--- src/vpt_pkg.sv ---
`timescale 1ns / 1ps
// ----------------------------------------------------------------------------
// vpt_pkg
// Shared types, codes and constants of the video port and line timing block.
// ----------------------------------------------------------------------------
package vpt_pkg;

   // Default geometry
   localparam int VRAM_DEPTH_DEF      = 16384;
   localparam int DOTS_PER_LINE_DEF   = 320;
   localparam int LINES_PER_FRAME_DEF = 262;
   localparam int VBLANK_LINE_DEF     = 234;
   localparam int ACTIVE_LINES_DEF    = 192;

   // Fixed widths
   localparam int ADDR_W = 14;
   localparam int CNT_W  = 9;

   // Port opcodes; code 7 is unused
   typedef enum logic [2:0] {
      OP_CTRL_WRITE = 3'd0,
      OP_DATA_WRITE = 3'd1,
      OP_DATA_READ  = 3'd2,
      OP_STATUS     = 3'd3,
      OP_HCOUNT     = 3'd4,
      OP_VCOUNT     = 3'd5,
      OP_TICK       = 3'd6
   } vpt_op_type;

   // Access codes latched by the second control byte
   typedef enum logic [1:0] {
      CODE_VRAM_READ  = 2'd0,
      CODE_VRAM_WRITE = 2'd1,
      CODE_REG_WRITE  = 2'd2,
      CODE_CRAM_WRITE = 2'd3
   } vpt_code_type;

   // Internal register indexes that matter here
   localparam logic [3:0] REG_MODE1     = 4'd0;
   localparam logic [3:0] REG_MODE2     = 4'd1;
   localparam logic [3:0] REG_LINE_LOAD = 4'd10;

   // Status bits
   localparam logic [7:0] ST_INT  = 8'h80;
   localparam logic [7:0] ST_OVR  = 8'h40;
   localparam logic [7:0] ST_COLL = 8'h20;
   localparam logic [7:0] ST_VBL  = 8'h08;
   localparam logic [7:0] ST_FR   = 8'h01;
   localparam logic [7:0] ST_LOW_ONES = 8'h1f;

   // Events raised by one dot tick
   typedef struct packed {
      logic line_end;
      logic frame_wrap;
      logic vblank_start;
      logic line_fire;
   } vpt_tick_evt_type;

endpackage

--- src/vpt_timing.sv ---
`timescale 1ns / 1ps
// ----------------------------------------------------------------------------
// vpt_timing
// Dot and line counters and the line interrupt down-counter.
// ----------------------------------------------------------------------------
module vpt_timing #(
   parameter int DOTS_PER_LINE   = vpt_pkg::DOTS_PER_LINE_DEF,
   parameter int LINES_PER_FRAME = vpt_pkg::LINES_PER_FRAME_DEF,
   parameter int VBLANK_LINE     = vpt_pkg::VBLANK_LINE_DEF,
   parameter int ACTIVE_LINES    = vpt_pkg::ACTIVE_LINES_DEF
) (
   input  logic                         clock,
   input  logic                         reset,
   input  logic                         tick,
   input  logic                         line_irq_en,
   input  logic [7:0]                   line_reload,
   output logic [vpt_pkg::CNT_W-1:0]    dot_count,
   output logic [vpt_pkg::CNT_W-1:0]    line_count,
   output vpt_pkg::vpt_tick_evt_type    evt
);

   localparam int CW = vpt_pkg::CNT_W;

   logic [CW-1:0] dot_ff, dot_in;
   logic [CW-1:0] line_ff, line_in;
   logic [7:0]    lic_ff, lic_in;
   logic [CW:0]   dot_inc;
   logic [CW:0]   line_inc;
   logic [CW-1:0] line_new;

   always_comb begin
      dot_inc  = {1'b0, dot_ff} + 1'b1;
      line_inc = {1'b0, line_ff} + 1'b1;
      dot_in   = dot_ff;
      line_in  = line_ff;
      lic_in   = lic_ff;
      evt      = '0;
      line_new = line_inc[CW-1:0];
      if (line_inc >= (CW+1)'(LINES_PER_FRAME)) begin
         line_new = '0;
      end
      if (tick) begin
         if (dot_inc < (CW+1)'(DOTS_PER_LINE)) begin
            dot_in = dot_inc[CW-1:0];
         end else begin
            evt.line_end   = 1'b1;
            evt.frame_wrap = (line_inc >= (CW+1)'(LINES_PER_FRAME));
            dot_in  = '0;
            line_in = line_new;
            // reload outside the active lines; inside, count down, and fire and reload at zero
            if (line_new == '0 || line_new > CW'(ACTIVE_LINES)) begin
               lic_in = line_reload;
            end else if (lic_ff == '0) begin
               evt.line_fire = line_irq_en;
               lic_in        = line_reload;
            end else begin
               lic_in = lic_ff - 1'b1;
            end
            evt.vblank_start = (line_new == CW'(VBLANK_LINE));
         end
      end
   end

   always_ff @(posedge clock) begin
      if (reset) begin
         dot_ff  <= '0;
         line_ff <= '0;
         lic_ff  <= '0;
      end else begin
         dot_ff  <= dot_in;
         line_ff <= line_in;
         lic_ff  <= lic_in;
      end
   end

   assign dot_count  = dot_ff;
   assign line_count = line_ff;

endmodule

--- config.mk ---
export PLATFORM = sky130hd
export DESIGN_NAME = vpt_timing
export DESIGN_NICKNAME = d
export VERILOG_FILES = /design/src/vpt_pkg.sv /design/src/vpt_timing.sv
export SDC_FILE = /design/constraint.sdc
export NUM_CORES = 1
export LEC_CHECK = 0
export BUFFER_PORTS_ARGS = -buffer_cell sky130_fd_sc_hd__buf_2
export CAP_MARGIN = 10
export CORE_ASPECT_RATIO = 1.1
export CORE_MARGIN = 2
export CORE_UTILIZATION = 40
export DETAILED_ROUTE_END_ITERATION = 10
export SLEW_MARGIN = 15
export SYNTH_ARGS = -nofsm -noshare
export SYNTH_HDL_FRONTEND = slang
export SYNTH_SLANG_ARGS = --single-unit
--- constraint.sdc ---
create_clock -name clock -period 4.4 [get_ports clock]
set_input_delay 0.44 -clock clock [delete_from_list [all_inputs] [get_ports clock]]
set_output_delay 0.44 -clock clock [all_outputs]
set_load 0.02 [all_outputs]
==> results of run 1 <==
==> final timing paths <==
check | startpoint | depth (start not counted) | slack (ps) | end
max reg2reg | line_count[0] | 7 | 1640 | lic_ff[5]
min reg2reg | lic_ff[1] | 2 | 490 | lic_ff[1]
min | line_reload[7] | 2 | 420 | lic_ff[7]
max | line_count[0] | 7 | 1120 | evt[0]
==> layer usage <==
layer  up-vias  track usage, %  routed length, µm
li1        903               -                  -
met1       817           24.20               2104
met2        37           27.35               1910
met3         4           1.943                158
met4         0           6.222                 43
met5         -               0                  0
==> report_power, final <==
part	internal, W	total [W]	switching [W]	leakage, nW
clock	0.000122	0.000201	0.0000792	0.0357
combinational	0.0000109	0.0000274	0.0000165	0.548
sequential	0.000238	0.000244	0.00000605	0.210
==> cells by family (layout without fill, tap and decap cells) <==
group	Yosys count	count (layout)	share of synthesized area, %
and+or+nand+nor	107	107	33.13
buffers and inverters	25	47	6.802
muxes	4	4	2.925
AOI/OAI and AO/OA	55	55	20.82
xor gates and xnor gates	10	10	4.762
adders and majority gates	5	5	3.265
DFF	26	26	28.30
==> worst max-delay path, stage by stage (launching register included) <==
cell and delay (ps):
sky130_fd_sc_hd__dfxtp_1 540, sky130_fd_sc_hd__ha_1 450, sky130_fd_sc_hd__a21boi_0 230, sky130_fd_sc_hd__or4_4 600, sky130_fd_sc_hd__mux2i_4 260, sky130_fd_sc_hd__nor3_2 130
sky130_fd_sc_hd__and4_1 210, sky130_fd_sc_hd__buf_2 150
==> metrics by stage <==
stage               instances  area [µm²]
finish                    308        2066
global route              308        2066
CTS                       308        2066
detailed placement        304        1994
global placement          304        1994
floorplan                 232        1839
==> cell type report <==
class / instances / area [µm²] / area share [%]
multi-input combinational: 181 / 1200 / 58.09
clock inverter: 1 / 30.03 / 1.454
clock buffer: 3 / 41.29 / 1.999
sequential: 26 / 520.5 / 25.20
inverter: 9 / 33.78 / 1.635
tap: 54 / 67.56 / 3.271
timing repair buffer: 34 / 172.7 / 8.359
==> synth_stat cells, types with 4 or more instances <==
cell / n / area [µm²]
sky130_fd_sc_hd__a21oi_1: 13 / 65.06
sky130_fd_sc_hd__ha_1: 4 / 50.05
sky130_fd_sc_hd__dfxtp_1: 26 / 520.5
sky130_fd_sc_hd__inv_1: 8 / 30.03
sky130_fd_sc_hd__nor2_1: 23 / 86.33
sky130_fd_sc_hd__a31oi_1: 6 / 37.54
sky130_fd_sc_hd__xnor2_1: 5 / 43.79
sky130_fd_sc_hd__nand2_1: 13 / 48.80
sky130_fd_sc_hd__o21ai_0: 9 / 45.04
sky130_fd_sc_hd__nand3_1: 15 / 75.07
sky130_fd_sc_hd__nand4_1: 9 / 56.30
sky130_fd_sc_hd__and3_1: 7 / 43.79
sky130_fd_sc_hd__nor4_1: 4 / 25.02
sky130_fd_sc_hd__nor3_1: 13 / 65.06
sky130_fd_sc_hd__xor2_1: 5 / 43.79
sky130_fd_sc_hd__nor3b_1: 4 / 30.03
sky130_fd_sc_hd__clkbuf_1: 9 / 33.78
sky130_fd_sc_hd__a21boi_0: 4 / 30.03
==> registers in the layout (all words and copies together) (netlist names) <==
signal and flops:
lic_ff 8, line_count 9, dot_count 9
==> results.cfg, run 1 <==
[outcome]
run_status = finished clean

[sta]
timing.clock.skew_ps = 1.663
rsz_0062_raised_after_global_routing = no
hold-worst-slack_ps = 420.4
layout_setup_ws_ps = 1118
worstMarginPinSlew_ps = 553.0
fin_crit_ps = 3282
fmax_ghz = 0.3047
final_max_slew_viol_count = 0
finalSetupTns_ps = 0
timing.slew.headroom_pct = 62.85
min_period_over_period_pct = 74.59
timing.final.setup_violations = 0
hold_viol_final = 0

[clock_tree]
ctsHoldBuffers = 0
tritoncts_num_sinks = 26
cts_made_buffers = 3
clockBufferDepth = 2
clk_transition_reported_paths_ps = 90
htree_levels = 1
worst_skew_pair.late_latency_ps = 270
cts_setup_buffers = 0
clock-root-buffer = sky130_fd_sc_hd__clkbuf_8
post_cts_resize_count = 0
cts_tree = done

[grt]
wire_length_of_the_first_global_routing_pass_um = 6969
grtUsageTotal_pct = 17.30
grt.overflow.total = 0
first_global_vias = 1545
grt_start_max_net_pins = 28
grt_antenna_before_repair = 0

[worst_setup_path]
required_ps = 3960
worstPathMaxFanout = 12
critical_path_sink_type = output port
critical_path_arrival_ps = 2840
worst-setup-path-type = register to output port
worst_setup_path_start_kind = register

[layout]
final_layout_size_suffix_gt1_share_pct = 21.65
fillers = 463
layout.cells.most_common_list = 33 x sky130_fd_sc_hd__buf_2, 26 x sky130_fd_sc_hd__dfxtp_1, 23 x sky130_fd_sc_hd__nor2_1, 15 x sky130_fd_sc_hd__nand3_1
area_growth_syn_to_layout_pct = 12.31
most_common_cell_after_layout_fill_and_taps_aside = sky130_fd_sc_hd__buf_2
final_core_utilization_pct = 47.51
antennaDiodeCount = 0
finish.net_count = 271

[power_and_ir_drop]
pwr_density_cell_nw_per_um2 = 228.7
vdd_drop_max_mv = 0.1357
power_leakage_nw = 0.7933
total_power_w = 0.0004724

[die]
initial_core_util_pct = 42.30
top_level_ports = 34
die_width_um = 68.66
fp.dieH_um = 75.12
core.rowCount = 25
total_die_area_um2 = 5157
core_um2 = 4348

[job]
drv.max_cap_violation_count = 0

[detailed_routing]
final_ant_viol_nets = 0
post-route-drc-count = 0
detailedRoute.firstIterationViolations = 159
total_wire_length_after_detailed_routing_um = 4217
routedWlPerCell_um = 13.69
detail_route.first_pass.iterations = 4
num_vias = 1761
vias_per_cell = 5.718

[placement]
detailedPlace.worstSlack_ps = 1454
place.gp.congestion = 0.7959
portBuffers = 33
dp_hpwl_um = 2953

[yosys]
synth_fp_nets = 248
syn-mean-instance-area_um2 = 7.928
synth-async-reset-ratio_pct = 0
count_of_state_elements_after_synthesis = 26
synth.lib_cells_used.distinct = 59
post_synth_instance_area_um2 = 1839
syn-instance-count = 232
ys_seq_area_share_pct = 28.30
number_of_flops_mapped_to_enable_cells_by_yosys = 0
yosys_warnings = 0
ys_dominant_reg_cell = sky130_fd_sc_hd__dfxtp_1

[worst_hold_path]
hold_path_class = input pin to register
(Power assumes the default switching activity.)
==> run 2, diff against run 1 <==
--- a/config.mk
+++ b/config.mk
@@ -5,6 +5,7 @@
 export SDC_FILE = /design/constraint.sdc
 export NUM_CORES = 1
 export LEC_CHECK = 0
+export ABC_AREA = 1
 export BUFFER_PORTS_ARGS = -buffer_cell sky130_fd_sc_hd__buf_2
 export CAP_MARGIN = 10
 export CORE_ASPECT_RATIO = 1.1
==> constraint.sdc (replaced) <==
create_clock -name clock -period 3.26 [get_ports clock]
set_input_delay 0.326 -clock clock [delete_from_list [all_inputs] [get_ports clock]]
set_output_delay 0.326 -clock clock [all_outputs]
set_load 0.02 [all_outputs]
==> results.cfg, run 2 <==
[worst_setup_path]
cp.buffers_inverters = 1
worstPathMaxFanout = 10
r2r_start = line_count[0]
critical_path_sink_type = output port
timing.critical_path.from = line_count[0]
worst-setup-path-type = register to output port
worst_setup_path_start_kind = register
critical_path.top_delay_family = simple AND/OR/NAND/NOR gates
crit_slowest_cell = sky130_fd_sc_hd__dfxtp_1
critical_path_arrival_ps = 2660
cp_slowest_stage_delay_ps = 420
required_ps = 2930
crit_chain = ha_2, nand3_2, o21ai_1, nand2_1, nor2_1, nand3_2, nand2_4, nand4_1, nor2_1, nand2_1, nand2_4, nand2_2, nor3_1, buf_2

[clock_tree]
clockBufferDepth = 2
htree_levels = 1
cts_setup_buffers = 0
cts_tree = done
cts_made_buffers = 3
clk_transition_reported_paths_ps = 100
tritoncts_num_sinks = 26
clock-root-buffer = sky130_fd_sc_hd__clkbuf_8
worst_skew_pair.late_latency_ps = 280

[yosys]
synth.lib_cells_used.distinct = 30
ys_seq_area_share_pct = 30.34
synth_area_leader_cell = sky130_fd_sc_hd__dfxtp_1
post_synth_instance_area_um2 = 1715
synth_fp_nets = 267
synth-async-reset-ratio_pct = 0
ys_dominant_reg_cell = sky130_fd_sc_hd__dfxtp_1
count_of_state_elements_after_synthesis = 26
number_of_flops_mapped_to_enable_cells_by_yosys = 0
synth_area_leaders = sky130_fd_sc_hd__dfxtp_1 30%, sky130_fd_sc_hd__nand2_1 13%, sky130_fd_sc_hd__inv_1 8.5%
yosys_warnings = 0
synth_top_area_share_pct = 30.34
post-synth-top-count-cell = sky130_fd_sc_hd__nand2_1
syn-mean-instance-area_um2 = 6.834
syn-instance-count = 251
synth_common_cells = 61 x sky130_fd_sc_hd__nand2_1, 39 x sky130_fd_sc_hd__inv_1, 26 x sky130_fd_sc_hd__dfxtp_1, 26 x sky130_fd_sc_hd__nand3_1, 18 x sky130_fd_sc_hd__nor2_1

[die]
total_die_area_um2 = 4829
core.rowCount = 24
fp.dieH_um = 72.68
core_um2 = 4054
initial_core_util_pct = 42.31
die_width_um = 66.44
top_level_ports = 34

[layout]
layout.cells.most_common_list = 61 x sky130_fd_sc_hd__nand2_1, 39 x sky130_fd_sc_hd__inv_1, 33 x sky130_fd_sc_hd__buf_2, 26 x sky130_fd_sc_hd__nand3_1, 26 x sky130_fd_sc_hd__dfxtp_1
antennaDiodeCount = 0
area_growth_syn_to_layout_pct = 17.65
stdcell_area_um2 = 2018
most_common_cell_after_layout_fill_and_taps_aside = sky130_fd_sc_hd__nand2_1
finish.net_count = 305
final_layout_size_suffix_gt1_share_pct = 20.83
fillers = 432

[placement]
portBuffers = 33
dp_hpwl_um = 3019
place.gp.congestion = 0.8404
detailedPlace.worstSlack_ps = 592.4
place_area_um2 = 1944

[grt]
wire_length_of_the_first_global_routing_pass_um = 6582
globalRouteMet3Util_pct = 2.469
met2_usage_pct = 29.33
grt.overflow.total = 0
grt_start_max_net_pins = 16
met1_usage_pct = 22.52
grt_antenna_before_repair = 0
first_global_vias = 1499
gr-max-usage-layer = met2
grtUsageTotal_pct = 17.28

[power_and_ir_drop]
power_leakage_nw = 1.030
vdd_drop_max_mv = 0.1228
pwr_density_cell_nw_per_um2 = 310.8
total_power_w = 0.0006273

[worst_hold_path]
worst_hold_startpoint = reset
hold_path_class = input pin to register

[sta]
timing.slew.headroom_pct = 74.84
min_period_over_period_pct = 91.65
hold-worst-slack_ps = 294.7
worstMarginPinSlew_ps = 376.1
fin_crit_ps = 2988
timing.final.setup_violations = 0
layout_setup_ws_ps = 272.4
final_max_slew_viol_count = 0
hold_viol_final = 0
rsz_0062_raised_after_global_routing = no
finalSetupTns_ps = 0
fmax_ghz = 0.3347
timing.clock.skew_ps = 8.302

[job]
drv.max_cap_violation_count = 0

[detailed_routing]
num_vias = 1640
post-route-drc-count = 0
final_ant_viol_nets = 0
detail_route.first_pass.iterations = 4
detailedRoute.firstIterationViolations = 98
vias_per_cell = 4.824
routedWlPerCell_um = 11.46
total_wire_length_after_detailed_routing_um = 3898

[outcome]
run_status = finished clean
[run 2: cell count changes after synthesis, moves of 5 or more]
cell	previous run	this run
sky130_fd_sc_hd__nand2_1	13	61
sky130_fd_sc_hd__inv_1	8	39
sky130_fd_sc_hd__nand3_1	15	26
sky130_fd_sc_hd__clkbuf_1	9	0
sky130_fd_sc_hd__nor3_1	13	5
sky130_fd_sc_hd__and3_1	7	0
sky130_fd_sc_hd__a21oi_1	13	7
sky130_fd_sc_hd__a31oi_1	6	0
sky130_fd_sc_hd__nand2_2	0	5
sky130_fd_sc_hd__nor2_1	23	18
sky130_fd_sc_hd__o21ai_0	9	4
sky130_fd_sc_hd__xor2_1	5	10
[run 2: cell families (layout without fill, tap and decap cells)]
kind of cell | count (synthesis) | in the layout | share of synthesized area [%]
multiplexers | 1 | 1 | 0.6564
AO/OA/AOI/OAI | 22 | 22 | 8.170
XOR/XNOR | 15 | 15 | 8.753
adder cells (fa/ha/maj) | 4 | 4 | 2.918
buffers and inverters | 43 | 80 | 9.920
AND/OR/NAND/NOR | 140 | 140 | 39.24
flip-flops | 26 | 26 | 30.34
[run 2: through the flow]
stage          util, %  std cells
2_1_floorplan        -        251
3_3_place_gp     47.96        336
3_5_place_dp     47.96        336
4_1_cts          49.72        340
5_1_grt          49.78        340
6_report         49.78        340
[run 2: worst register-to-register path, cell delays in order (launching register included)]
cell	delay, ps
sky130_fd_sc_hd__dfxtp_1	420
sky130_fd_sc_hd__ha_2	260
sky130_fd_sc_hd__nand3_2	100
sky130_fd_sc_hd__o21ai_1	130
sky130_fd_sc_hd__nand2_1	100
sky130_fd_sc_hd__nor2_1	160
sky130_fd_sc_hd__nand3_2	160
sky130_fd_sc_hd__nand2_4	110
sky130_fd_sc_hd__nand4_1	140
sky130_fd_sc_hd__nor2_1	150
sky130_fd_sc_hd__nand2_1	100
sky130_fd_sc_hd__nand2_4	150
sky130_fd_sc_hd__nand3_4	130
sky130_fd_sc_hd__nand2_1	90
sky130_fd_sc_hd__nand3_1	70
sky130_fd_sc_hd__nand2_1	60
[run 2: what timing repair did]
| item | CTS | global route |
|---|---|---|
| setup endpoints to repair | 0 | 1 |
| gates resized for setup | 0 | 1 |
| hold buffers | 0 | 0 |
[run 2: worst paths after layout]
kind	to	slack [ps]	cells after the start
worst max-delay path	evt[0]	270	14
worst min register to register	lic_ff[7]	470	2
worst max register to register	lic_ff[1]	880	15
worst min-delay path	dot_count[6]	290	2
[run 2: metal layers]
metal	vias up	routed length (µm)
li1	888	-
met1	722	1912
met2	28	1817
met3	2	152
met4	0	16
met5	-	0
[run 2: final cells by class]
type | count | area (µm²) | share of cell area (%)
multi-input combinational | 182 | 1027 | 50.90
sequential | 26 | 520.5 | 25.79
timing repair buffer | 35 | 180.2 | 8.927
inverter | 41 | 153.9 | 7.626
tap | 52 | 65.06 | 3.224
clock buffer | 3 | 41.29 | 2.046
clock inverter | 1 | 30.03 | 1.488
[run 2: where the power goes]
| part | switching [W] | internal, W |
|---|---|---|
| sequential | 0.00000207 | 0.000319 |
| clock | 0.000112 | 0.000164 |
| combinational | 0.0000172 | 0.0000123 |
| total | 0.000131 | 0.000496 |
==> run 3, diff against run 2 <==
--- a/config.mk
+++ b/config.mk
@@ -12,6 +12,7 @@
 export CORE_MARGIN = 2
 export CORE_UTILIZATION = 40
 export DETAILED_ROUTE_END_ITERATION = 10
+export PLACE_DENSITY = 0.58
 export SLEW_MARGIN = 15
 export SYNTH_ARGS = -nofsm -noshare
 export SYNTH_HDL_FRONTEND = slang
==> constraint.sdc (replaced) <==
create_clock -name clock -period 3.26 [get_ports clock]
set_input_delay 0.326 -clock clock [delete_from_list [all_inputs] [get_ports clock]]
set_output_delay 0.326 -clock clock [all_outputs]
set_load 0.01 [all_outputs]
==> results.cfg, run 3 (synthesized netlist as in run 2, its figures left out) <==
[outcome]
run_status = finished clean

[sta]
fmax_ghz = 0.3416
final_max_slew_viol_count = 0
timing.clock.skew_ps = 6.656
min_period_over_period_pct = 89.80
timing.final.setup_violations = 0
worstMarginPinSlew_ps = 402.8
hold_viol_final = 0
rsz_0062_raised_after_global_routing = no
finalSetupTns_ps = 0
timing.slew.headroom_pct = 72.85
fin_crit_ps = 2928
hold-worst-slack_ps = 298.1

[worst_hold_path]
worst_hold_startpoint = reset
min_delay_worst_endpoint = dot_count[6]
worst_hold_path.num_cells = 2
hold_path_class = input pin to register

[grt]
grt_antenna_before_repair = 0
wire_length_of_the_first_global_routing_pass_um = 6527
grt_start_max_net_pins = 16
first_global_vias = 1476
grtUsageTotal_pct = 17.32
grt.overflow.total = 0

[clock_tree]
clock-root-buffer = sky130_fd_sc_hd__clkbuf_8
htree_levels = 1
clockBufferDepth = 2
cts_tree = done
post_cts_resize_count = 0
cts_made_buffers = 3
ctsHoldBuffers = 0
cts_setup_buffers = 0
clk_transition_reported_paths_ps = 90
tritoncts_num_sinks = 26
worst_skew_pair.late_latency_ps = 280

[layout]
area_growth_syn_to_layout_pct = 17.51
most_common_cell_after_layout_fill_and_taps_aside = sky130_fd_sc_hd__nand2_1
multi_input_area_um2 = 1025
layout.cells.most_common_list = 61 x sky130_fd_sc_hd__nand2_1, 39 x sky130_fd_sc_hd__inv_1, 33 x sky130_fd_sc_hd__buf_2, 26 x sky130_fd_sc_hd__nand3_1, 26 x sky130_fd_sc_hd__dfxtp_1
final_layout_size_suffix_gt1_share_pct = 20.49
antennaDiodeCount = 0
area.sequential_um2 = 520.5
finish.net_count = 305
fillers = 430

[die]
core_um2 = 4054
fp.dieH_um = 72.68
die_width_um = 66.44
top_level_ports = 34
total_die_area_um2 = 4829
initial_core_util_pct = 42.31
core.rowCount = 24

[detailed_routing]
vias_per_cell = 4.879
total_wire_length_after_detailed_routing_um = 3827
detail_route.first_pass.iterations = 6
final_ant_viol_nets = 0
post-route-drc-count = 0
num_vias = 1659
detailedRoute.firstIterationViolations = 109
routedWlPerCell_um = 11.26

[power_and_ir_drop]
power_leakage_nw = 1.033
pwr_density_cell_nw_per_um2 = 310.5
seqPwrFrac_pct = 51.3
clock_power_share_pct = 44.2
combPwrFrac_pct = 4.5
vdd_drop_max_mv = 0.1769
sw_frac_of_total_pct = 20.74
p_switching_w = 0.0001298
p_int_w = 0.0004960

[worst_setup_path]
critical_path_arrival_ps = 2600
critical_path_sink_type = output port
r2r_start = line_count[0]
worstPathMaxFanout = 10
r2r_end = lic_ff[3]
worst-setup-path-type = register to output port
regToRegSetupSlack_ps = 860
required_ps = 2930
reg2reg_depth = 14
worst_setup_path_start_kind = register

[job]
drv.max_cap_violation_count = 0

[placement]
portBuffers = 33
dp_hpwl_um = 2940
place.gp.congestion = 0.8087
==> run 3: cell counts in the layout (fill, tap and decap cells not counted) <==
Identical to the previous run, type by type.
==> run 3: metal layers <==
metal	routed length [µm]	vias up	part of all wire [%]	track usage [%]
met2	1782	35	47	27.67
met4	63	0	1.6	6.803
li1	-	884	-	-
met3	113	7	3.0	2.160
met5	0	-	0	0
met1	1867	733	49	23.73
==> run 3: power by group through the flow <==
stage | registers (W) | clock network (W) | logic, W
global route | 0.000322 | 0.000300 | 0.0000327
CTS | 0.000321 | 0.000286 | 0.0000287
global placement | 0.000329 | 0 | 0.0000286
detailed placement | 0.000329 | 0 | 0.0000285
finish | 0.000321 | 0.000276 | 0.0000282
floorplan | 0.000329 | 0 | 0.0000137
==> run 3: metrics by stage <==
| step | total power [W] | instance area, µm² | setup slack, ps | cells | utilization (%) |
|---|---|---|---|---|---|
| floorplan | 0.0003430 | 1715 | 855.0 | 251 | - |
| global placement | 0.0003572 | 1944 | 620.4 | 336 | 47.96 |
| detailed placement | 0.0003572 | 1944 | 639.1 | 336 | 47.96 |
| CTS | 0.0006362 | 2016 | 317.2 | 340 | 49.72 |
| global route | 0.0006550 | 2016 | 49.28 | 340 | 49.72 |
| finish | 0.0006258 | 2016 | 332.4 | 340 | 49.72 |
==> run 3: critical path: stages (launching register included) <==
cell and delay (ps):
sky130_fd_sc_hd__dfxtp_1 420, sky130_fd_sc_hd__ha_1 300, sky130_fd_sc_hd__nand3_2 110, sky130_fd_sc_hd__o21ai_1 140, sky130_fd_sc_hd__nand2_1 100, sky130_fd_sc_hd__nor2_1 120, sky130_fd_sc_hd__nand3_2 130, sky130_fd_sc_hd__a21oi_4 240
sky130_fd_sc_hd__o41ai_2 150, sky130_fd_sc_hd__nand2_2 230, sky130_fd_sc_hd__nand2_2 80, sky130_fd_sc_hd__nor3_1 140, sky130_fd_sc_hd__buf_2 160
==> run 3: worst max-delay path by stage <==
stage	startpoint	end	slack (ps)	depth (start not counted)
final	line_count[0]	evt[0]	330	12
after global routing	line_count[1]	evt[0]	50	16
after CTS	line_count[0]	evt[0]	320	14
after detailed placement	line_count[0]	evt[0]	640	14
after global placement	line_count[0]	evt[0]	620	14
after floorplan	line_count[0]	evt[0]	850	13
==> run 3: cell type report <==
type	count	share of cell area (%)
clock buffers	3	2.048
clock inverters	1	1.490
inverters	41	7.635
multi-input cells	182	50.84
flip-flops and latches	26	25.82
well taps	52	3.228
repair buffers	35	8.939
